## src/hdl/sha256_pkg.sv

```systemverilog
// shared types, round constants and initial hash values of the sha-256 stream hasher
package sha256_pkg;

   localparam int unsigned WORDS    = 8;
   localparam int unsigned ROUNDS   = 64;
   localparam int unsigned BLK_BITS = 512;

   localparam logic [31:0] ROUND_K [0:ROUNDS-1] = '{
      32'h428a2f98, 32'h71374491, 32'hb5c0fbcf, 32'he9b5dba5,
      32'h3956c25b, 32'h59f111f1, 32'h923f82a4, 32'hab1c5ed5,
      32'hd807aa98, 32'h12835b01, 32'h243185be, 32'h550c7dc3,
      32'h72be5d74, 32'h80deb1fe, 32'h9bdc06a7, 32'hc19bf174,
      32'he49b69c1, 32'hefbe4786, 32'h0fc19dc6, 32'h240ca1cc,
      32'h2de92c6f, 32'h4a7484aa, 32'h5cb0a9dc, 32'h76f988da,
      32'h983e5152, 32'ha831c66d, 32'hb00327c8, 32'hbf597fc7,
      32'hc6e00bf3, 32'hd5a79147, 32'h06ca6351, 32'h14292967,
      32'h27b70a85, 32'h2e1b2138, 32'h4d2c6dfc, 32'h53380d13,
      32'h650a7354, 32'h766a0abb, 32'h81c2c92e, 32'h92722c85,
      32'ha2bfe8a1, 32'ha81a664b, 32'hc24b8b70, 32'hc76c51a3,
      32'hd192e819, 32'hd6990624, 32'hf40e3585, 32'h106aa070,
      32'h19a4c116, 32'h1e376c08, 32'h2748774c, 32'h34b0bcb5,
      32'h391c0cb3, 32'h4ed8aa4a, 32'h5b9cca4f, 32'h682e6ff3,
      32'h748f82ee, 32'h78a5636f, 32'h84c87814, 32'h8cc70208,
      32'h90befffa, 32'ha4506ceb, 32'hbef9a3f7, 32'hc67178f2
   };

   localparam logic [31:0] INIT_HASH [0:WORDS-1] = '{
      32'h6a09e667, 32'hbb67ae85, 32'h3c6ef372, 32'ha54ff53a,
      32'h510e527f, 32'h9b05688c, 32'h1f83d9ab, 32'h5be0cd19
   };

   localparam logic [7:0] PAD_MARK = 8'h80;

   typedef enum logic [1:0] {
      BYTE_MSG,
      BYTE_MARK,
      BYTE_ZERO,
      BYTE_LEN
   } byte_sel_type;

   typedef struct packed {
      logic [7:0] msg_byte;
      logic       byte_valid;
      logic       msg_last;
   } sha256_req_type;

   typedef struct packed {
      logic [31:0] digest_word;
      logic [2:0]  word_index;
      logic        digest_last;
   } sha256_rsp_type;

   typedef struct packed {
      logic         shift_en;
      byte_sel_type byte_sel;
      logic         start_block;
      logic         round_en;
      logic [5:0]   round_idx;
      logic         update_en;
      logic         load_digest;
   } sha256_cmd_type;

   typedef struct packed {
      logic [5:0] fill;
      logic       out_busy;
   } sha256_stat_type;

endpackage

```

## src/hdl/sha256_stream_hasher_top.sv

```systemverilog
// top level of the sha-256 stream hasher: controller and datapath
//
//   channel  dir  handshake              payload
//   req      in   req_valid/req_ready    req_data  (msg_byte, byte_valid, msg_last)
//   rsp      out  rsp_valid/rsp_ready    rsp_data  (digest_word, word_index, digest_last)
//
// each accepted transaction is taken while idle; a 64th data byte starts the 64 rounds of
// the single shared round unit and one chaining update.
// a last transaction adds the pad bytes, then the rounds and an update per padded block
// (one or two blocks) and one digest load, then eight digest words leave.
// reset is synchronous; there is no clearing pass, the block buffer is overwritten.
// req_ready is low outside idle (rounds, update, padding, digest load); a stalled rsp only blocks the next digest.
module sha256_stream_hasher_top
   import sha256_pkg::*;
(
   input  logic           clock,
   input  logic           reset,
   input  logic           req_valid,
   output logic           req_ready,
   input  sha256_req_type req_data,
   output logic           rsp_valid,
   input  logic           rsp_ready,
   output sha256_rsp_type rsp_data
);

   sha256_cmd_type  cmd;
   sha256_stat_type stat;

   sha256_ctrl u_ctrl (
      .clock      (clock),
      .reset      (reset),
      .req_valid  (req_valid),
      .req_ready  (req_ready),
      .byte_valid (req_data.byte_valid),
      .msg_last   (req_data.msg_last),
      .stat       (stat),
      .cmd        (cmd)
   );

   sha256_dp u_dp (
      .clock     (clock),
      .reset     (reset),
      .cmd       (cmd),
      .msg_byte  (req_data.msg_byte),
      .stat      (stat),
      .rsp_valid (rsp_valid),
      .rsp_ready (rsp_ready),
      .rsp_data  (rsp_data)
   );

endmodule

```

## src/hdl/sha256_dp.sv

```systemverilog
// datapath: block shift line, round unit, chaining words, length count and digest output bank
module sha256_dp
   import sha256_pkg::*;
(
   input  logic            clock,
   input  logic            reset,
   input  sha256_cmd_type  cmd,
   input  logic [7:0]      msg_byte,
   output sha256_stat_type stat,
   output logic            rsp_valid,
   input  logic            rsp_ready,
   output sha256_rsp_type  rsp_data
);

   function automatic logic [31:0] big_sigma0(input logic [31:0] x);
      return {x[1:0], x[31:2]} ^ {x[12:0], x[31:13]} ^ {x[21:0], x[31:22]};
   endfunction

   function automatic logic [31:0] big_sigma1(input logic [31:0] x);
      return {x[5:0], x[31:6]} ^ {x[10:0], x[31:11]} ^ {x[24:0], x[31:25]};
   endfunction

   function automatic logic [31:0] small_sigma0(input logic [31:0] x);
      return {x[6:0], x[31:7]} ^ {x[17:0], x[31:18]} ^ (x >> 3);
   endfunction

   function automatic logic [31:0] small_sigma1(input logic [31:0] x);
      return {x[16:0], x[31:17]} ^ {x[18:0], x[31:19]} ^ (x >> 10);
   endfunction

   logic [BLK_BITS-1:0] blk_ff, blk_in;
   logic [31:0]         v_ff   [WORDS];
   logic [31:0]         v_in   [WORDS];
   logic [31:0]         hw_ff  [WORDS];
   logic [31:0]         hw_in  [WORDS];
   logic [31:0]         dig_ff [WORDS];
   logic [31:0]         dig_in [WORDS];
   logic [63:0]         len_ff, len_in;
   logic [5:0]          fill_ff, fill_in;
   logic [2:0]          idx_ff, idx_in;
   logic                ovalid_ff, ovalid_in;

   logic [7:0]  byte_mux;
   logic [63:0] len_sh;
   logic [31:0] w0, w1, w9, w14, w_new;
   logic [31:0] t1, t2, ch, maj;
   logic        rsp_take;

   assign w0  = blk_ff[BLK_BITS-1 -: 32];
   assign w1  = blk_ff[BLK_BITS-1-32 -: 32];
   assign w9  = blk_ff[BLK_BITS-1-9*32 -: 32];
   assign w14 = blk_ff[BLK_BITS-1-14*32 -: 32];
   assign w_new = small_sigma1(w14) + w9 + small_sigma0(w1) + w0;

   assign ch  = (v_ff[4] & v_ff[5]) ^ (~v_ff[4] & v_ff[6]);
   assign maj = (v_ff[0] & v_ff[1]) ^ (v_ff[0] & v_ff[2]) ^ (v_ff[1] & v_ff[2]);
   assign t1  = v_ff[7] + big_sigma1(v_ff[4]) + ch + ROUND_K[cmd.round_idx] + w0;
   assign t2  = big_sigma0(v_ff[0]) + maj;

   assign len_sh = len_ff >> {~fill_ff[2:0], 3'b000};

   always_comb begin
      unique case (cmd.byte_sel)
         BYTE_MSG:  byte_mux = msg_byte;
         BYTE_MARK: byte_mux = PAD_MARK;
         BYTE_ZERO: byte_mux = 8'h00;
         BYTE_LEN:  byte_mux = len_sh[7:0];
         default:   byte_mux = 8'h00;
      endcase
   end

   assign rsp_take = ovalid_ff && rsp_ready;

   always_comb begin
      blk_in    = blk_ff;
      v_in      = v_ff;
      hw_in     = hw_ff;
      dig_in    = dig_ff;
      len_in    = len_ff;
      fill_in   = fill_ff;
      idx_in    = idx_ff;
      ovalid_in = ovalid_ff;

      if (cmd.shift_en) begin
         blk_in  = {blk_ff[BLK_BITS-9:0], byte_mux};
         fill_in = fill_ff + 6'd1;
         if (cmd.byte_sel == BYTE_MSG) begin
            len_in = len_ff + 64'd8;
         end
      end
      if (cmd.start_block) begin
         v_in = hw_ff;
      end
      if (cmd.round_en) begin
         blk_in = {blk_ff[BLK_BITS-33:0], w_new};
         v_in[0] = t1 + t2;
         v_in[1] = v_ff[0];
         v_in[2] = v_ff[1];
         v_in[3] = v_ff[2];
         v_in[4] = v_ff[3] + t1;
         v_in[5] = v_ff[4];
         v_in[6] = v_ff[5];
         v_in[7] = v_ff[6];
      end
      if (cmd.update_en) begin
         for (int i = 0; i < WORDS; i++) begin
            hw_in[i] = hw_ff[i] + v_ff[i];
         end
      end

      if (rsp_take) begin
         for (int i = 0; i < WORDS-1; i++) begin
            dig_in[i] = dig_ff[i+1];
         end
         idx_in = idx_ff + 3'd1;
         if (idx_ff == 3'(WORDS-1)) begin
            ovalid_in = 1'b0;
         end
      end
      if (cmd.load_digest) begin
         dig_in    = hw_ff;
         hw_in     = INIT_HASH;
         len_in    = '0;
         idx_in    = '0;
         ovalid_in = 1'b1;
      end
   end

   always_ff @(posedge clock) begin
      blk_ff <= blk_in;
      v_ff   <= v_in;
      dig_ff <= dig_in;
      if (reset) begin
         hw_ff     <= INIT_HASH;
         len_ff    <= '0;
         fill_ff   <= '0;
         idx_ff    <= '0;
         ovalid_ff <= 1'b0;
      end else begin
         hw_ff     <= hw_in;
         len_ff    <= len_in;
         fill_ff   <= fill_in;
         idx_ff    <= idx_in;
         ovalid_ff <= ovalid_in;
      end
   end

   assign stat.fill     = fill_ff;
   assign stat.out_busy = ovalid_ff;

   assign rsp_valid            = ovalid_ff;
   assign rsp_data.digest_word = dig_ff[0];
   assign rsp_data.word_index  = idx_ff;
   assign rsp_data.digest_last = (idx_ff == 3'(WORDS-1));

   a_fill_step: assert property (@(posedge clock) disable iff (reset)
      cmd.shift_en |=> fill_ff == $past(fill_ff) + 6'd1)
      else $error("block fill count did not advance by one");

   a_load_free: assert property (@(posedge clock) disable iff (reset)
      cmd.load_digest |-> !ovalid_ff)
      else $error("digest loaded over words not yet delivered");

   a_load_start: assert property (@(posedge clock) disable iff (reset)
      cmd.load_digest |=> ovalid_ff && idx_ff == 3'd0 && len_ff == 64'd0)
      else $error("digest output did not start at word zero");

endmodule

```

## src/hdl/sha256_ctrl.sv

```systemverilog
// controller: byte intake, round sequencing, padding steps and digest hand-off
module sha256_ctrl
   import sha256_pkg::*;
(
   input  logic            clock,
   input  logic            reset,
   input  logic            req_valid,
   output logic            req_ready,
   input  logic            byte_valid,
   input  logic            msg_last,
   input  sha256_stat_type stat,
   output sha256_cmd_type  cmd
);

   typedef enum logic [2:0] {
      ST_IDLE,
      ST_ROUND,
      ST_UPDATE,
      ST_PAD,
      ST_FINAL
   } state_type;

   state_type  state_ff, state_in;
   logic [5:0] rnd_ff, rnd_in;
   logic       ready_ff, ready_in;
   logic       last_pend_ff, last_pend_in;
   logic       pad_ff, pad_in;
   logic       mark_ff, mark_in;
   logic       len_ok_ff, len_ok_in;
   logic       fin_ff, fin_in;
   logic       accept;
   logic       blk_full;

   assign accept   = req_valid && ready_ff;
   assign blk_full = (stat.fill == 6'h3f);

   always_comb begin
      cmd          = '0;
      cmd.byte_sel = BYTE_MSG;
      cmd.round_idx = rnd_ff;
      state_in     = state_ff;
      rnd_in       = rnd_ff;
      last_pend_in = last_pend_ff;
      pad_in       = pad_ff;
      mark_in      = mark_ff;
      len_ok_in    = len_ok_ff;
      fin_in       = fin_ff;

      unique case (state_ff)
         ST_IDLE: begin
            if (accept) begin
               if (byte_valid) begin
                  cmd.shift_en = 1'b1;
               end
               if (byte_valid && blk_full) begin
                  cmd.start_block = 1'b1;
                  last_pend_in    = msg_last;
                  rnd_in          = '0;
                  state_in        = ST_ROUND;
               end else if (msg_last) begin
                  pad_in    = 1'b1;
                  mark_in   = 1'b0;
                  len_ok_in = 1'b0;
                  fin_in    = 1'b0;
                  state_in  = ST_PAD;
               end
            end
         end
         ST_ROUND: begin
            cmd.round_en = 1'b1;
            rnd_in       = rnd_ff + 6'd1;
            if (rnd_ff == 6'(ROUNDS-1)) begin
               state_in = ST_UPDATE;
            end
         end
         ST_UPDATE: begin
            cmd.update_en = 1'b1;
            priority if (pad_ff && fin_ff) begin
               state_in = ST_FINAL;
            end else if (pad_ff) begin
               state_in = ST_PAD;
            end else if (last_pend_ff) begin
               last_pend_in = 1'b0;
               pad_in       = 1'b1;
               mark_in      = 1'b0;
               len_ok_in    = 1'b0;
               fin_in       = 1'b0;
               state_in     = ST_PAD;
            end else begin
               state_in = ST_IDLE;
            end
         end
         ST_PAD: begin
            cmd.shift_en = 1'b1;
            priority if (!mark_ff) begin
               cmd.byte_sel = BYTE_MARK;
            end else if (len_ok_ff && stat.fill[5:3] == 3'b111) begin
               cmd.byte_sel = BYTE_LEN;
            end else begin
               cmd.byte_sel = BYTE_ZERO;
            end
            mark_in = 1'b1;
            if (blk_full) begin
               cmd.start_block = 1'b1;
               rnd_in          = '0;
               state_in        = ST_ROUND;
               if (mark_ff && len_ok_ff) begin
                  fin_in = 1'b1;
               end else begin
                  len_ok_in = 1'b1;
               end
            end else if (!mark_ff) begin
               len_ok_in = (stat.fill[5:3] != 3'b111);
            end
         end
         ST_FINAL: begin
            if (!stat.out_busy) begin
               cmd.load_digest = 1'b1;
               pad_in          = 1'b0;
               fin_in          = 1'b0;
               state_in        = ST_IDLE;
            end
         end
         default: begin
            state_in = ST_IDLE;
         end
      endcase

      ready_in = (state_in == ST_IDLE);
   end

   always_ff @(posedge clock) begin
      if (reset) begin
         state_ff     <= ST_IDLE;
         rnd_ff       <= '0;
         ready_ff     <= 1'b1;
         last_pend_ff <= 1'b0;
         pad_ff       <= 1'b0;
         mark_ff      <= 1'b0;
         len_ok_ff    <= 1'b0;
         fin_ff       <= 1'b0;
      end else begin
         state_ff     <= state_in;
         rnd_ff       <= rnd_in;
         ready_ff     <= ready_in;
         last_pend_ff <= last_pend_in;
         pad_ff       <= pad_in;
         mark_ff      <= mark_in;
         len_ok_ff    <= len_ok_in;
         fin_ff       <= fin_in;
      end
   end

   assign req_ready = ready_ff;

   a_block_start: assert property (@(posedge clock) disable iff (reset)
      cmd.start_block |=> state_ff == ST_ROUND && rnd_ff == 6'd0)
      else $error("compression did not start at round zero");

   a_no_shift_in_round: assert property (@(posedge clock) disable iff (reset)
      !(cmd.round_en && cmd.shift_en))
      else $error("byte shifted into block during a round");

endmodule

```

## config.mk

```make
export PLATFORM = sky130hd
export DESIGN_NAME = sha256_stream_hasher_top
export DESIGN_NICKNAME = d
export VERILOG_FILES = /design/src/hdl/sha256_pkg.sv /design/src/hdl/sha256_stream_hasher_top.sv /design/src/hdl/sha256_dp.sv /design/src/hdl/sha256_ctrl.sv
export SDC_FILE = /design/constraint.sdc
export NUM_CORES = 2
export LEC_CHECK = 0
export BUFFER_PORTS_ARGS = -buffer_cell sky130_fd_sc_hd__buf_2
export CORE_MARGIN = 10
export CORE_UTILIZATION = 40
export CTS_BUF_LIST = sky130_fd_sc_hd__clkbuf_16
export CTS_CLUSTER_DIAMETER = 200
export DETAILED_ROUTE_END_ITERATION = 8
export MAX_ROUTING_LAYER = met4
export REMOVE_ABC_BUFFERS = 1
export SYNTH_ARGS = -nofsm -noshare
export SYNTH_HDL_FRONTEND = slang
export SYNTH_SLANG_ARGS = --single-unit
```

## constraint.sdc

```tcl
create_clock -name clock -period 37.3 [get_ports clock]
set_input_delay 7.46 -clock clock [delete_from_list [all_inputs] [get_ports clock]]
set_output_delay 7.46 -clock clock [all_outputs]
set_load 0.005 [all_outputs]
```

==> flow_metrics.py <==
metrics = {
    "finish": {
        "fillers": 19501,
        "final_layout_size_suffix_gt1_frac": 0.0786,
        "final_common_cell": "nand2_1",
        "layout_common_cells": "2,541 x nand2_1, 1,024 x edfxtp_1, 472 x a21oi_1",
        "layout.nets": 9052,
        "area_delta_synth_final_pct": 8.79,
        "final_area_mm2": 0.0901,
    },
    "timing": {
        "hold_violations": 0,
        "worstMarginPinSlew_ns": 1.14,
        "setup_violations": 0,
        "fin_crit_sh": 0.280,
        "maxSlewViolCount": 0,
        "fin_crit_ns": 10.43,
        "holdWs_ns": 0.482,
        "fmax_mhz": 95.8,
        "skew_ns": 0.0308,
        "relSlewSlack": 0.237,
        "rsz0062_at_grt": "no",
    },
    "routing": {
        "avgViaCountPerCell": 5.49,
        "avgRoutedWirePerCell_um": 21.1,
        "drt_pass1_iterations": 6,
        "drc": 0,
        "num_vias": 61936,
        "drt_iter0_drc": 5864,
        "routed_wl_mm": 238,
        "ant_nets": 0,
    },
    "global_routing": {
        "grt-ovfl-total": 0,
        "grt_max_degree": 257,
        "antenna_found_initial": 5,
        "grt_first_pass_wirelength_mm": 361,
        "grt_pass1_vias": 60029,
        "track_usage": 0.210,
    },
    "job": {
        "cap_violations": 0,
    },
    "cts": {
        "clk_latency_ns": 0.81,
        "htree_levels": 4,
        "numCtsBuffers": 156,
        "cts_hold_buffers": 0,
        "cts_resized": 0,
        "post_cts_buffers": 0,
        "cts-root-buf": "clkbuf_16",
        "clockBufferDepth": 3,
        "cts_tree": "built",
        "clk_pin_slew_ns": 0.06,
        "clkSinkCount": 1366,
    },
    "setup_path": {
        "path_delay_family": "compound AO/OA/AOI/OAI gates",
        "r2r_start": "u_ctrl.rnd_ff[0]",
        "reg2reg_setup_slack_ns": 26.87,
        "cp.required_ns": 37.83,
        "startpoint": "u_ctrl.rnd_ff[0]",
        "endpoint": "u_dp.v_ff[255]",
        "cp_slowest_cell": "o21ai_0",
        "cpMostUsedCell": "a21oi_1",
        "cp-start-kind": "register",
        "path_depth": 34,
        "reg2regPathDepth": 34,
        "arrival_ns": 10.96,
        "max_stage_delay_ns": 0.76,
        "path_max_fanout": 34,
        "r2r-end": "u_dp.v_ff[255]",
        "end_kind": "register",
        "path_class": "reg -> reg",
        "path_buf_inv": 5,
    },
    "logic_synthesis": {
        "syn_inst": 8683,
        "ys_warn_count": 0,
        "synth-main-ff-cell": "edfxtp_1",
        "async_flop_share": 0,
        "seq_area_frac_synth": 0.454,
        "syn_avg_cell_area_um2": 9.54,
        "yosys.cell_types.count": 103,
        "synth_seq_cells": 1366,
        "synthesis.area_mm2": 0.0828,
        "synth-edff-count": 1024,
    },
    "placement": {
        "place_area_mm2": 0.0850,
        "place.port_buffers": 51,
        "hpwl_mm": 166,
        "gp_congestion": 0.985,
    },
    "floorplan": {
        "io_pins": 52,
        "fp-row-count": 166,
        "dieWidth_um": 475,
        "die-height_um": 475,
        "start_util": 0.403,
        "coreArea_mm2": 0.205,
        "die_area_mm2": 0.226,
    },
    "min_path": {
        "hp-class": "reg -> reg",
    },
    "pwr": {
        "vdd_drop_max_mv": 0.0796,
        "p_per_area_mw_per_mm2": 96.0,
        "static-leakage-power_nw": 36.0,
    },
    "outcome": {
        "outcome": "finished, final reports clean",
    },
}
==> cell usage after synthesis, types with 34 or more instances <==
| library cell | n | area [µm²] |
|---|---|---|
| a211oi_1 | 49 | 368 |
| a21o_1 | 149 | 1120 |
| a21oi_1 | 472 | 2360 |
| a31oi_1 | 44 | 275 |
| and3_1 | 55 | 344 |
| buf_1 | 34 | 128 |
| clkbuf_1 | 444 | 1670 |
| dfxtp_1 | 342 | 6850 |
| edfxtp_1 | 1024 | 30700 |
| fa_1 | 195 | 3900 |
| ha_1 | 398 | 4980 |
| inv_1 | 251 | 942 |
| mux2_2 | 250 | 2820 |
| nand2_1 | 2544 | 9550 |
| nand2b_1 | 77 | 482 |
| nand3_1 | 106 | 531 |
| nand4_1 | 39 | 244 |
| nor2_1 | 331 | 1240 |
| nor2b_1 | 50 | 313 |
| nor3_1 | 87 | 435 |
| o211ai_1 | 112 | 841 |
| o21a_1 | 56 | 420 |
| o21ai_0 | 374 | 1870 |
| o21ai_1 | 64 | 320 |
| o31ai_1 | 34 | 255 |
| xnor2_1 | 418 | 3660 |
| xor2_1 | 206 | 1800 |
==> worst min-delay path by stage <==
| stage | depth (start not counted) | from | end | slack [ns] |
|---|---|---|---|---|
| finish | 2 | u_dp.hw_ff[156] | u_dp.hw_ff[156] | 0.48 |
| global route | 2 | u_dp.hw_ff[156] | u_dp.hw_ff[156] | 0.50 |
| CTS | 2 | u_dp.hw_ff[153] | u_dp.hw_ff[153] | 0.48 |
| detailed placement | 2 | u_dp.hw_ff[153] | u_dp.hw_ff[153] | 0.47 |
| global placement | 0 | u_dp.hw_ff[31] | u_dp.dig_ff[31] | 0.47 |
| floorplan | 0 | u_dp.hw_ff[31] | u_dp.dig_ff[31] | 0.44 |
==> cell type report <==
class	instances	area, µm²	area share
multi-input combinational	6550	42300	0.469
sequential	1366	37600	0.417
tap	2688	3360	0.0373
clock buffer	159	3980	0.0442
clock inverter	132	1080	0.0120
antenna	9	22.5	0.000250
timing repair buffer	117	813	0.00902
inverter	254	961	0.0107
==> registers in the layout (all words and copies together), names as in the netlist, 3 cells and up <==
register / cells
u_ctrl.rnd_ff: 6
u_dp.blk_ff: 512
u_dp.len_ff: 61
u_dp.dig_ff: 224
u_dp.rsp_data: 32
u_ctrl.state_ff: 3
u_dp.fill_ff: 6
u_dp.v_ff: 256
u_dp.hw_ff: 256
u_dp.idx_ff: 3
==> power breakdown <==
part / leakage, nW / internal [mW] / switching [mW]
registers: 12.2 / 1.95 / 0.208
logic: 21.2 / 1.92 / 3.05
clock network: 2.61 / 0.881 / 0.650
total: 36.0 / 4.74 / 3.90
==> per-layer routing <==
layer / GRT usage / vias up / part of all wire
li1: - / 29582 / -
met1: 0.289 / 29871 / 0.46
met2: 0.312 / 2083 / 0.43
met3: 0.0313 / 400 / 0.069
met4: 0.0792 / 0 / 0.040
met5: - / - / 0
==> stage by stage <==
step           cells  power, mW  utilization  setup TNS [ns]  worst slack [ns]
2_1_floorplan   8170       5.94            -        -1977.72            -19.12
3_3_place_gp   10975       6.95        0.414               0             26.27
3_5_place_dp   10975       7.03        0.414               0             26.19
4_1_cts        11266       8.61        0.439               0             27.05
5_1_grt        11273       9.25        0.439               0             26.48
6_report       11275       8.65        0.439               0             26.87
==> cells by family (layout without fill, tap and decap cells) <==
group	after synthesis	count (layout)	synth area share
compound gates	1591	1591	0.121
xor+xnor	624	624	0.0660
fa+ha+maj	619	619	0.110
buf+inv	767	662	0.0363
flops	1366	1366	0.454
mux	298	298	0.0430
other cells	0	9	0
simple gates	3418	3418	0.170
==> worst reg2reg max path, delay by kind of cell (launching register included) <==
kind                       cells  cell delay [ns]
adders and majority gates      7             3.25
DFF                            1             0.30
buffers and inverters          5             1.05
xor gates and xnor gates       1             0.13
and+or+nand+nor                5             0.88
AOI/OAI and AO/OA             16             4.57
Power figures use the tool's default switching activity.
